--- src/rtl/tdts_pkg.sv ---
// Package for the tick-driven task scheduler: sizes, command and status codes,
// entry and transaction types, and the small helper used by the top level.
// No dependencies.
`default_nettype none

package tdts_pkg;

	localparam int MAX_TASKS   = 8;
	localparam int MAX_RESULTS = 8;
	localparam int IDX_W       = (MAX_TASKS > 1) ? $clog2(MAX_TASKS) : 1;
	localparam int CNT_W       = $clog2(MAX_TASKS + 1);
	localparam int RES_W       = $clog2(MAX_RESULTS + 1);

	typedef enum logic [2:0] {
		CMD_ADD        = 3'd0,
		CMD_TICK       = 3'd1,
		CMD_DISPATCH   = 3'd2,
		CMD_DELETE     = 3'd3,
		CMD_DELETE_ALL = 3'd4
	} cmd_e;

	typedef enum logic [1:0] {
		ST_OK   = 2'd0,
		ST_FULL = 2'd1,
		ST_BAD  = 2'd2
	} status_e;

	typedef enum logic [2:0] {
		CELL_HOLD,
		CELL_LOAD,
		CELL_TICK,
		CELL_SHIFT,
		CELL_DEC,
		CELL_CLEAR
	} cell_op_e;

	typedef enum logic [1:0] {
		S_IDLE,
		S_SCAN,
		S_FIN
	} state_e;

	typedef struct packed {
		logic [2:0]  command;
		logic [15:0] task_handle;
		logic [31:0] start_delay;
		logic [31:0] period;
		logic [7:0]  slot;
	} sched_in_t;

	typedef struct packed {
		logic [1:0]  status;
		logic [2:0]  result_slot;
		logic [15:0] run_handle;
		logic        run_valid;
		logic        last;
	} sched_out_t;

	typedef struct packed {
		logic        occupied;
		logic        one_shot;
		logic [15:0] handle;
		logic [31:0] delay;
		logic [31:0] period;
		logic [7:0]  runs;
	} entry_t;

	typedef struct packed {
		cell_op_e op;
		entry_t   load;
	} cell_ctl_t;

	function automatic logic [2:0] to_slot(input logic [CNT_W-1:0] v);
		logic [31:0] w;
		w = 32'(v);
		return w[2:0];
	endfunction

endpackage

`default_nettype wire

--- src/rtl/tdts_cell.sv ---
// One table entry of the scheduler chain; takes its upper neighbour's entry on a shift.
// Depends on tdts_pkg.
`default_nettype none

module tdts_cell
	import tdts_pkg::*;
(
	input  wire logic      clk,
	input  wire logic      arst_n,
	input  wire cell_ctl_t ctl,
	input  wire entry_t    nxt,
	output entry_t         ent
);

	logic        occ_q;
	logic        one_shot_q;
	logic [15:0] handle_q;
	logic [31:0] delay_q;
	logic [31:0] period_q;
	logic [7:0]  runs_q;

	always_ff @(posedge clk or negedge arst_n) begin
		if (!arst_n) begin
			occ_q <= 1'b0;
		end else begin
			unique case (ctl.op)
				CELL_LOAD:  occ_q <= 1'b1;
				CELL_SHIFT: occ_q <= nxt.occupied;
				CELL_CLEAR: occ_q <= 1'b0;
				default:    occ_q <= occ_q;
			endcase
		end
	end

	always_ff @(posedge clk) begin
		unique case (ctl.op)
			CELL_LOAD: begin
				one_shot_q <= ctl.load.one_shot;
				handle_q   <= ctl.load.handle;
				delay_q    <= ctl.load.delay;
				period_q   <= ctl.load.period;
				runs_q     <= '0;
			end
			CELL_SHIFT: begin
				one_shot_q <= nxt.one_shot;
				handle_q   <= nxt.handle;
				delay_q    <= nxt.delay;
				period_q   <= nxt.period;
				runs_q     <= nxt.runs;
			end
			CELL_TICK: begin
				if (occ_q) begin
					if (delay_q == '0) begin
						if (runs_q != 8'hFF) begin
							runs_q <= runs_q + 8'd1;
						end
						if (period_q != '0) begin
							delay_q <= period_q;
						end
					end else begin
						delay_q <= delay_q - 32'd1;
					end
				end
			end
			CELL_DEC: begin
				runs_q <= runs_q - 8'd1;
			end
			CELL_CLEAR: begin
				one_shot_q <= 1'b0;
				handle_q   <= '0;
				delay_q    <= '0;
				period_q   <= '0;
				runs_q     <= '0;
			end
			default: begin
			end
		endcase
	end

	assign ent = '{
		occupied: occ_q,
		one_shot: one_shot_q,
		handle:   handle_q,
		delay:    delay_q,
		period:   period_q,
		runs:     runs_q
	};

endmodule

`default_nettype wire

--- src/rtl/tick_driven_task_scheduler.sv ---
// Tick-driven task scheduler: a chain of MAX_TASKS entry cells with a command sequencer.
// Add, tick, delete and delete-all: the work is done on acceptance, the response is staged
// in the held register, and the next command is taken once it is pushed to the output register.
// Dispatch: a scan of one cell per cycle, ending at the table end or after MAX_RESULTS runs,
// then the last response is delivered the same way, and the next command is taken after it;
// a found run waits while the previous one cannot leave a stalled output.
// arst_n empties the table and the count; no clearing pass is needed.
// Depends on tdts_pkg and tdts_cell.
`default_nettype none

module tick_driven_task_scheduler
	import tdts_pkg::*;
(
	input  wire logic      clk,
	input  wire logic      arst_n,
	input  wire logic      cmd_valid,
	output logic           cmd_stall,
	input  wire sched_in_t cmd,
	output logic           rsp_valid,
	input  wire logic      rsp_stall,
	output sched_out_t     rsp
);

	// Sequencer state
	state_e            state_q, state_d;
	logic [CNT_W-1:0]  count_q, count_d;   // tasks in table (table is compacted)
	logic [CNT_W-1:0]  idx_q, idx_d;       // dispatch scan position
	logic [RES_W-1:0]  nres_q, nres_d;     // runs emitted in this dispatch
	// Held response: a dispatch result waits here until we know whether it is the last
	sched_out_t        held_q, held_d;
	logic              held_v_q, held_v_d;

	// Output register
	sched_out_t        out_q;
	logic              out_v_q;
	logic              push;
	sched_out_t        push_data;
	logic              out_free;

	// Cell chain
	cell_ctl_t         ctl   [MAX_TASKS];
	entry_t            ent   [MAX_TASKS];
	entry_t            nxt   [MAX_TASKS];
	logic [MAX_TASKS-1:0] occ_vec;

	entry_t            cur;
	logic              hit;
	logic              scan_end;
	logic              accept;
	logic              slot_ok;
	entry_t            new_ent;

	assign out_free  = !out_v_q || !rsp_stall;
	assign cmd_stall = (state_q != S_IDLE);
	assign accept    = cmd_valid && !cmd_stall;

	// ---------------------------------------------------------------------
	// Chain: each cell takes its upper neighbour's entry on a shift;
	// the top cell takes an empty entry.
	// ---------------------------------------------------------------------
	for (genvar i = 0; i < MAX_TASKS; i++) begin : g_cell
		if (i == MAX_TASKS - 1) begin : g_top
			assign nxt[i] = '0;
		end else begin : g_mid
			assign nxt[i] = ent[i+1];
		end
		assign occ_vec[i] = ent[i].occupied;

		tdts_cell u_cell (
			.clk    (clk),
			.arst_n (arst_n),
			.ctl    (ctl[i]),
			.nxt    (nxt[i]),
			.ent    (ent[i])
		);
	end

	// Entry under the scan pointer
	always_comb begin
		cur = '0;
		if (idx_q < CNT_W'(MAX_TASKS)) begin
			cur = ent[idx_q[IDX_W-1:0]];
		end
	end

	assign hit      = cur.occupied && (cur.runs != '0);
	assign scan_end = (idx_q >= CNT_W'(MAX_TASKS)) || (nres_q >= RES_W'(MAX_RESULTS));

	// Delete target must be inside the table and occupied
	always_comb begin
		slot_ok = 1'b0;
		if (32'(cmd.slot) < MAX_TASKS) begin
			slot_ok = ent[cmd.slot[IDX_W-1:0]].occupied;
		end
	end

	always_comb begin
		new_ent = '{
			occupied: 1'b1,
			one_shot: (cmd.period == '0),
			handle:   cmd.task_handle,
			delay:    cmd.start_delay,
			period:   cmd.period,
			runs:     8'd0
		};
	end

	// ---------------------------------------------------------------------
	// Sequencer: next state, cell commands and response staging
	// ---------------------------------------------------------------------
	always_comb begin
		state_d   = state_q;
		count_d   = count_q;
		idx_d     = idx_q;
		nres_d    = nres_q;
		held_d    = held_q;
		held_v_d  = held_v_q;
		push      = 1'b0;
		push_data = held_q;
		for (int i = 0; i < MAX_TASKS; i++) begin
			ctl[i] = '{op: CELL_HOLD, load: new_ent};
		end

		unique case (state_q)
			S_IDLE: begin
				if (accept) begin
					held_d   = '{status: ST_OK, result_slot: 3'd0, run_handle: 16'd0,
						run_valid: 1'b0, last: 1'b1};
					held_v_d = 1'b1;
					state_d  = S_FIN;
					unique case (cmd.command)
						CMD_ADD: begin
							if (count_q >= CNT_W'(MAX_TASKS)) begin
								held_d.status = ST_FULL;
							end else begin
								ctl[count_q[IDX_W-1:0]].op = CELL_LOAD;
								held_d.result_slot = to_slot(count_q);
								count_d = count_q + CNT_W'(1);
							end
						end
						CMD_TICK: begin
							for (int i = 0; i < MAX_TASKS; i++) begin
								ctl[i].op = CELL_TICK;
							end
						end
						CMD_DISPATCH: begin
							held_v_d = 1'b0;
							idx_d    = '0;
							nres_d   = '0;
							state_d  = S_SCAN;
						end
						CMD_DELETE: begin
							held_d.result_slot = cmd.slot[2:0];
							if (!slot_ok) begin
								held_d.status = ST_BAD;
							end else begin
								for (int i = 0; i < MAX_TASKS; i++) begin
									if (i >= int'(cmd.slot)) begin
										ctl[i].op = CELL_SHIFT;
									end
								end
								count_d = count_q - CNT_W'(1);
							end
						end
						CMD_DELETE_ALL: begin
							for (int i = 0; i < MAX_TASKS; i++) begin
								ctl[i].op = CELL_CLEAR;
							end
							count_d = '0;
						end
						default: begin
						end
					endcase
				end
			end

			S_SCAN: begin
				if (scan_end) begin
					if (!held_v_q) begin
						held_d = '{status: ST_OK, result_slot: 3'd0, run_handle: 16'd0,
							run_valid: 1'b0, last: 1'b1};
					end
					held_v_d = 1'b1;
					state_d  = S_FIN;
				end else if (hit) begin
					// A new run flushes the previous one (not last) to the output
					if (!held_v_q || out_free) begin
						if (held_v_q) begin
							push           = 1'b1;
							push_data      = held_q;
							push_data.last = 1'b0;
						end
						held_d   = '{status: ST_OK, result_slot: to_slot(idx_q),
							run_handle: cur.handle, run_valid: 1'b1, last: 1'b0};
						held_v_d = 1'b1;
						nres_d   = nres_q + RES_W'(1);
						if (cur.one_shot) begin
							// remove and compact; the entry shifted in waits for next dispatch
							for (int i = 0; i < MAX_TASKS; i++) begin
								if (i >= int'(idx_q)) begin
									ctl[i].op = CELL_SHIFT;
								end
							end
							count_d = count_q - CNT_W'(1);
						end else begin
							ctl[idx_q[IDX_W-1:0]].op = CELL_DEC;
						end
						idx_d = idx_q + CNT_W'(1);
					end
				end else begin
					idx_d = idx_q + CNT_W'(1);
				end
			end

			S_FIN: begin
				if (out_free) begin
					push           = 1'b1;
					push_data      = held_q;
					push_data.last = 1'b1;
					held_v_d       = 1'b0;
					state_d        = S_IDLE;
				end
			end

			default: begin
				state_d = S_IDLE;
			end
		endcase
	end

	always_ff @(posedge clk or negedge arst_n) begin
		if (!arst_n) begin
			state_q  <= S_IDLE;
			count_q  <= '0;
			idx_q    <= '0;
			nres_q   <= '0;
			held_v_q <= 1'b0;
			out_v_q  <= 1'b0;
		end else begin
			state_q  <= state_d;
			count_q  <= count_d;
			idx_q    <= idx_d;
			nres_q   <= nres_d;
			held_v_q <= held_v_d;
			if (push) begin
				out_v_q <= 1'b1;
			end else if (!rsp_stall) begin
				out_v_q <= 1'b0;
			end
		end
	end

	always_ff @(posedge clk) begin
		held_q <= held_d;
		if (push) begin
			out_q <= push_data;
		end
	end

	assign rsp_valid = out_v_q;
	assign rsp       = out_q;

	// ---------------------------------------------------------------------
	// Assertions
	// ---------------------------------------------------------------------
	logic [MAX_TASKS-1:0] occ_exp;
	always_comb begin
		for (int i = 0; i < MAX_TASKS; i++) begin
			occ_exp[i] = (i < int'(count_q));
		end
	end

	a_count_range: assert property (@(posedge clk) disable iff (!arst_n)
		count_q <= CNT_W'(MAX_TASKS))
		else $error("task count beyond table size");

	a_compacted: assert property (@(posedge clk) disable iff (!arst_n)
		occ_vec == occ_exp)
		else $error("occupied entries not a prefix matching the count");

	a_fin_leaves: assert property (@(posedge clk) disable iff (!arst_n)
		(state_q == S_FIN) && out_free |=> (state_q == S_IDLE))
		else $error("final response not delivered");

	a_mid_is_run: assert property (@(posedge clk) disable iff (!arst_n)
		rsp_valid && !rsp.last |-> rsp.run_valid)
		else $error("non-final response without a run");

	a_scan_idx: assert property (@(posedge clk) disable iff (!arst_n)
		(state_q == S_SCAN) |-> (idx_q <= CNT_W'(MAX_TASKS)))
		else $error("scan pointer overran table");

endmodule

`default_nettype wire
--- config.mk ---
export PLATFORM = sky130hd
export DESIGN_NAME = tick_driven_task_scheduler
export DESIGN_NICKNAME = d
export VERILOG_FILES = /design/src/rtl/tdts_pkg.sv /design/src/rtl/tdts_cell.sv /design/src/rtl/tick_driven_task_scheduler.sv
export SDC_FILE = /design/constraint.sdc
export NUM_CORES = 2
export LEC_CHECK = 0
export ABC_AREA = 1
export BUFFER_PORTS_ARGS = -buffer_cell sky130_fd_sc_hd__clkbuf_2
export CAP_MARGIN = 20
export CELL_PAD_IN_SITES_DETAIL_PLACEMENT = 1
export CELL_PAD_IN_SITES_GLOBAL_PLACEMENT = 1
export CORE_ASPECT_RATIO = 1.75
export CORE_MARGIN = 2
export CORE_UTILIZATION = 39
export CTS_CLUSTER_DIAMETER = 30
export DETAILED_ROUTE_END_ITERATION = 8
export PLACE_DENSITY_LB_ADDON = 0.1
export SETUP_SLACK_MARGIN = 0.4
export SYNTH_ARGS = -nofsm -noshare
export SYNTH_HDL_FRONTEND = slang
export SYNTH_SLANG_ARGS = --single-unit
--- constraint.sdc ---
create_clock -name clk -period 9.37 [get_ports clk]
set_input_delay 0 -clock clk [delete_from_list [all_inputs] [get_ports clk]]
set_output_delay 0 -clock clk [all_outputs]
set_load 0.02 [all_outputs]
==> summary.txt <==
Timing
  – Slew HR: 21.7%
  – Slew Limit Fails: 0
  – Worst Tran Pin Value: 1.17 ns
  – Setup_tns: 0 ns
  – Hold slack: 0.0849 ns
  – F_max: 189 MHz
  – Setup violators final: 0
  – Tmin final: 5.28 ns
  – Final hold violation count: 0
  – Final Cycle Share: 56.4%
  – RSZ-0062 raised after global routing: false
  – Clk_skew: 0.0514 ns
  – Fin worst setup slack: 4.09 ns

Layout
  – Fin area: 59700 µm²
  – Sequential Area: 23400 µm²
  – Share of layout cells above drive strength 1: 10.2%
  – Area grow syn2layout: 19.3%
  – Area of the multi-input gates: 22800 µm²
  – Final net count: 6824
  – Fillers: 15418

Clock tree
  – CTS tree: done
  – Clock Path Buffers: 3
  – Postcts setup bufs: 0
  – Clock Tree Root: clkbuf_16
  – CTS Buf Count: 165
  – Sink Count: 782
  – Clk_lat worst skew: 0.82 ns
  – Worst-path clk slew: 0.05 ns
  – Post-CTS Hold Fix Bufs: 97
  – CTS resizes: 0
  – H-Tree Depth: 4

Global route
  – GRT met3 Usage: 6.31%
  – Initial antenna violation count: 20
  – Global-route wire length before repair: 349000 µm
  – Total GRT Usage: 36.9%
  – Met1 GRT Util: 36.7%
  – GR met2 Demand/Resource: 66.2%
  – Vias in the first global route: 51661
  – Largest net degree at the start of global routing: 89
  – Remaining global-route overflow: 0
  – GRT Max-Usage Layer: met2

Drt
  – Vias per cell: 5.68
  – Final ANT Viol Nets: 0
  – Remaining DRCs: 0
  – Detailed Route Iter0 Violations: 3522
  – DR WL/cell: 28.6 µm
  – Vias: 48121
  – WL final: 243000 µm
  – Router iterations before antenna repair: 5

Floorplan
  – Die area: 131000 µm²
  – Core area: 128000 µm²
  – Die H: 478 µm
  – Initial Utilization: 39.1%
  – Chip width: 275 µm
  – FP Rows: 174
  – IO Count: 120

Place
  – Placed Area: 52800 µm²
  – RD Place Congestion: 1.09
  – PortBufs: 119
  – HPWL after DPL: 186000 µm
  – Worst slack, placed: 4.18 ns

Critical path
  – Startpoint Class: register
  – Worst EP required: 9.92 ns
  – CP peak stage delay: 0.81 ns
  – Crit Path Class: register to register
  – Crit path max fanout: 71
  – Worst path slowest cell: nand2_4
  – WP data arrival: 5.83 ns
  – Crit path cell chain: inv_1, ha_1, inv_2, nor2_1, o21ai_2, nor2_8, nand2_1, nand2_2, inv_2, nand2_4, buf_4, nor2_1, a21oi_1, nand2_1
  – Crit end category: register
  – R2R depth: 14

Yosys
  – Register bit total from synthesis: 782
  – Post-synth top cells: nand2_1 (1310), nor2_1 (1112), edfxtp_1 (758)
  – Cell taking the most area after synthesis: edfxtp_1
  – Post-synth EDFFs: 758
  – Most frequent cell after synthesis: nand2_1
  – Yosys top cell area share: 45.4%
  – Post-Syn Area: 50100 µm²
  – Synth async-reset ratio: 3.07%
  – Synth top area cells: edfxtp_1 (45%), nand2_1 (9.8%), nor2_1 (8.3%), nand3_1 (6.1%), inv_1 (5.6%)
  – Synth Net Count: 6574
  – Unique masters post-synth: 59
  – Seq/Total Area, Yosys: 46.6%
  – Synth warn: 0
  – Most used DFF post-synth: edfxtp_1
  – Mean Syn Cell Area: 7.83 µm²
  – Cells after Synth: 6401

Power and ir drop
  – Int Pwr: 9680 µW
  – Psw: 5250 µW
  – Sw frac: 35.2%
  – Flop pwr share: 33.9%
  – Power share of the clock group: 42.3%
  – P_leak: 0.0251 µW
  – Pwr/cell area: 250 nW/µm²
  – Logic pwr share: 23.8%
  – Maximum vdd ir drop: 0.168 mV

Outcome
  – Status: finished, final reports clean

Worst hold path
  – Hold-critical path depth: 5
  – Worst Hold Class: input pin to register

Flow run
  – Max Cap Viol: 0
[layer usage]
metal	share of wire, %	wire, µm
met1	34	83400
met3	5.0	12200
met4	9.6	23300
met2	51	124000
met5	0.0091	22
[layout by cell type (no fill, tap or decap), drive strengths merged, types with 61 or more instances in the layout]
cell type	synthesis	layout
a21oi	182	182
buf	161	125
clkbuf	96	301
dlygate4sd3	0	96
edfxtp	758	758
ha	70	70
inv	768	800
nand2	1331	1331
nand3	614	614
nand4	114	114
nor2	1131	1131
nor3	70	70
nor4	95	95
o211ai	61	61
o21ai	504	504
xor2	154	154
[per-stage QoR]
stage	cells	power, µW	utilization (%)
final	8473	14900	46.7
after global routing	8468	15400	46.7
after CTS	8464	14900	46.6
after detailed placement	8057	8550	41.2
after global placement	8051	8460	41.1
after floorplan	6401	6830	-
[critical path: cells and delay by family, from the launching register on]
kind	cells	cell delay, ns
AO/OA/AOI/OAI	2	0.40
adder cells (fa/ha/maj)	1	0.72
buffers and inverters	4	1.43
flip-flops	1	0.39
AND/OR/NAND/NOR	7	1.92
[power groups by stage]
stage	sequential [µW]	clock, µW	combinational [µW]
after floorplan	4950	0	1880
after global placement	5100	0	3360
after detailed placement	5110	0	3440
after CTS	5050	6350	3500
after global routing	5090	6480	3850
final	5060	6310	3560
[final cells by class]
cell class	instances	share of cell area, %
Timing Repair Buffer	340	4.39
Sequential cell	782	39.1
Tap cell	1672	3.50
Antenna cell	7	0.0293
Clock inverter	128	2.71
Inverter	769	4.83
Clock buffer	182	7.21
Multi-Input combinational cell	4593	38.2
[path summary, 6_finish.rpt]
path                            startpoint                            to  slack, ns
worst max register to register  state_q[1]  g_cell[6].u_cell.delay_q[21]       4.09
worst min register to register   held_q[7]                        rsp[7]       0.41
max in group asynchronous           arst_n        g_cell[4].u_cell.occ_q       8.84
min in group asynchronous           arst_n        g_cell[5].u_cell.occ_q       0.30
worst min-delay path                cmd[1]                    held_q[19]       0.08
worst max-delay path            state_q[1]  g_cell[6].u_cell.delay_q[21]       4.09
[cell families (layout without fill, tap and decap cells)]
kind of cell,count (synthesis),in the layout,synth area share (%)
and+or+nand+nor,3389,3389,28.8
buffers and inverters,1026,1419,8.36
AOI/OAI and AO/OA,902,902,10.1
DFF,782,782,46.6
xor gates and xnor gates,186,186,3.25
adders and majority gates,78,78,2.07
muxes,38,38,0.759
other,0,7,0
[state kept, by name (all words and copies together), names as in the netlist, 2 cells and up]
register / count
held_q: 23
g_cell.u_cell.runs_q: 64
idx_q: 4
g_cell.u_cell.occ_q: 8
g_cell.u_cell.period_q: 256
state_q: 2
rsp: 23
g_cell.u_cell.delay_q: 256
g_cell.u_cell.one_shot_q: 8
count_q: 4
nres_q: 4
g_cell.u_cell.handle_q: 128
(Power assumes the default switching activity.)
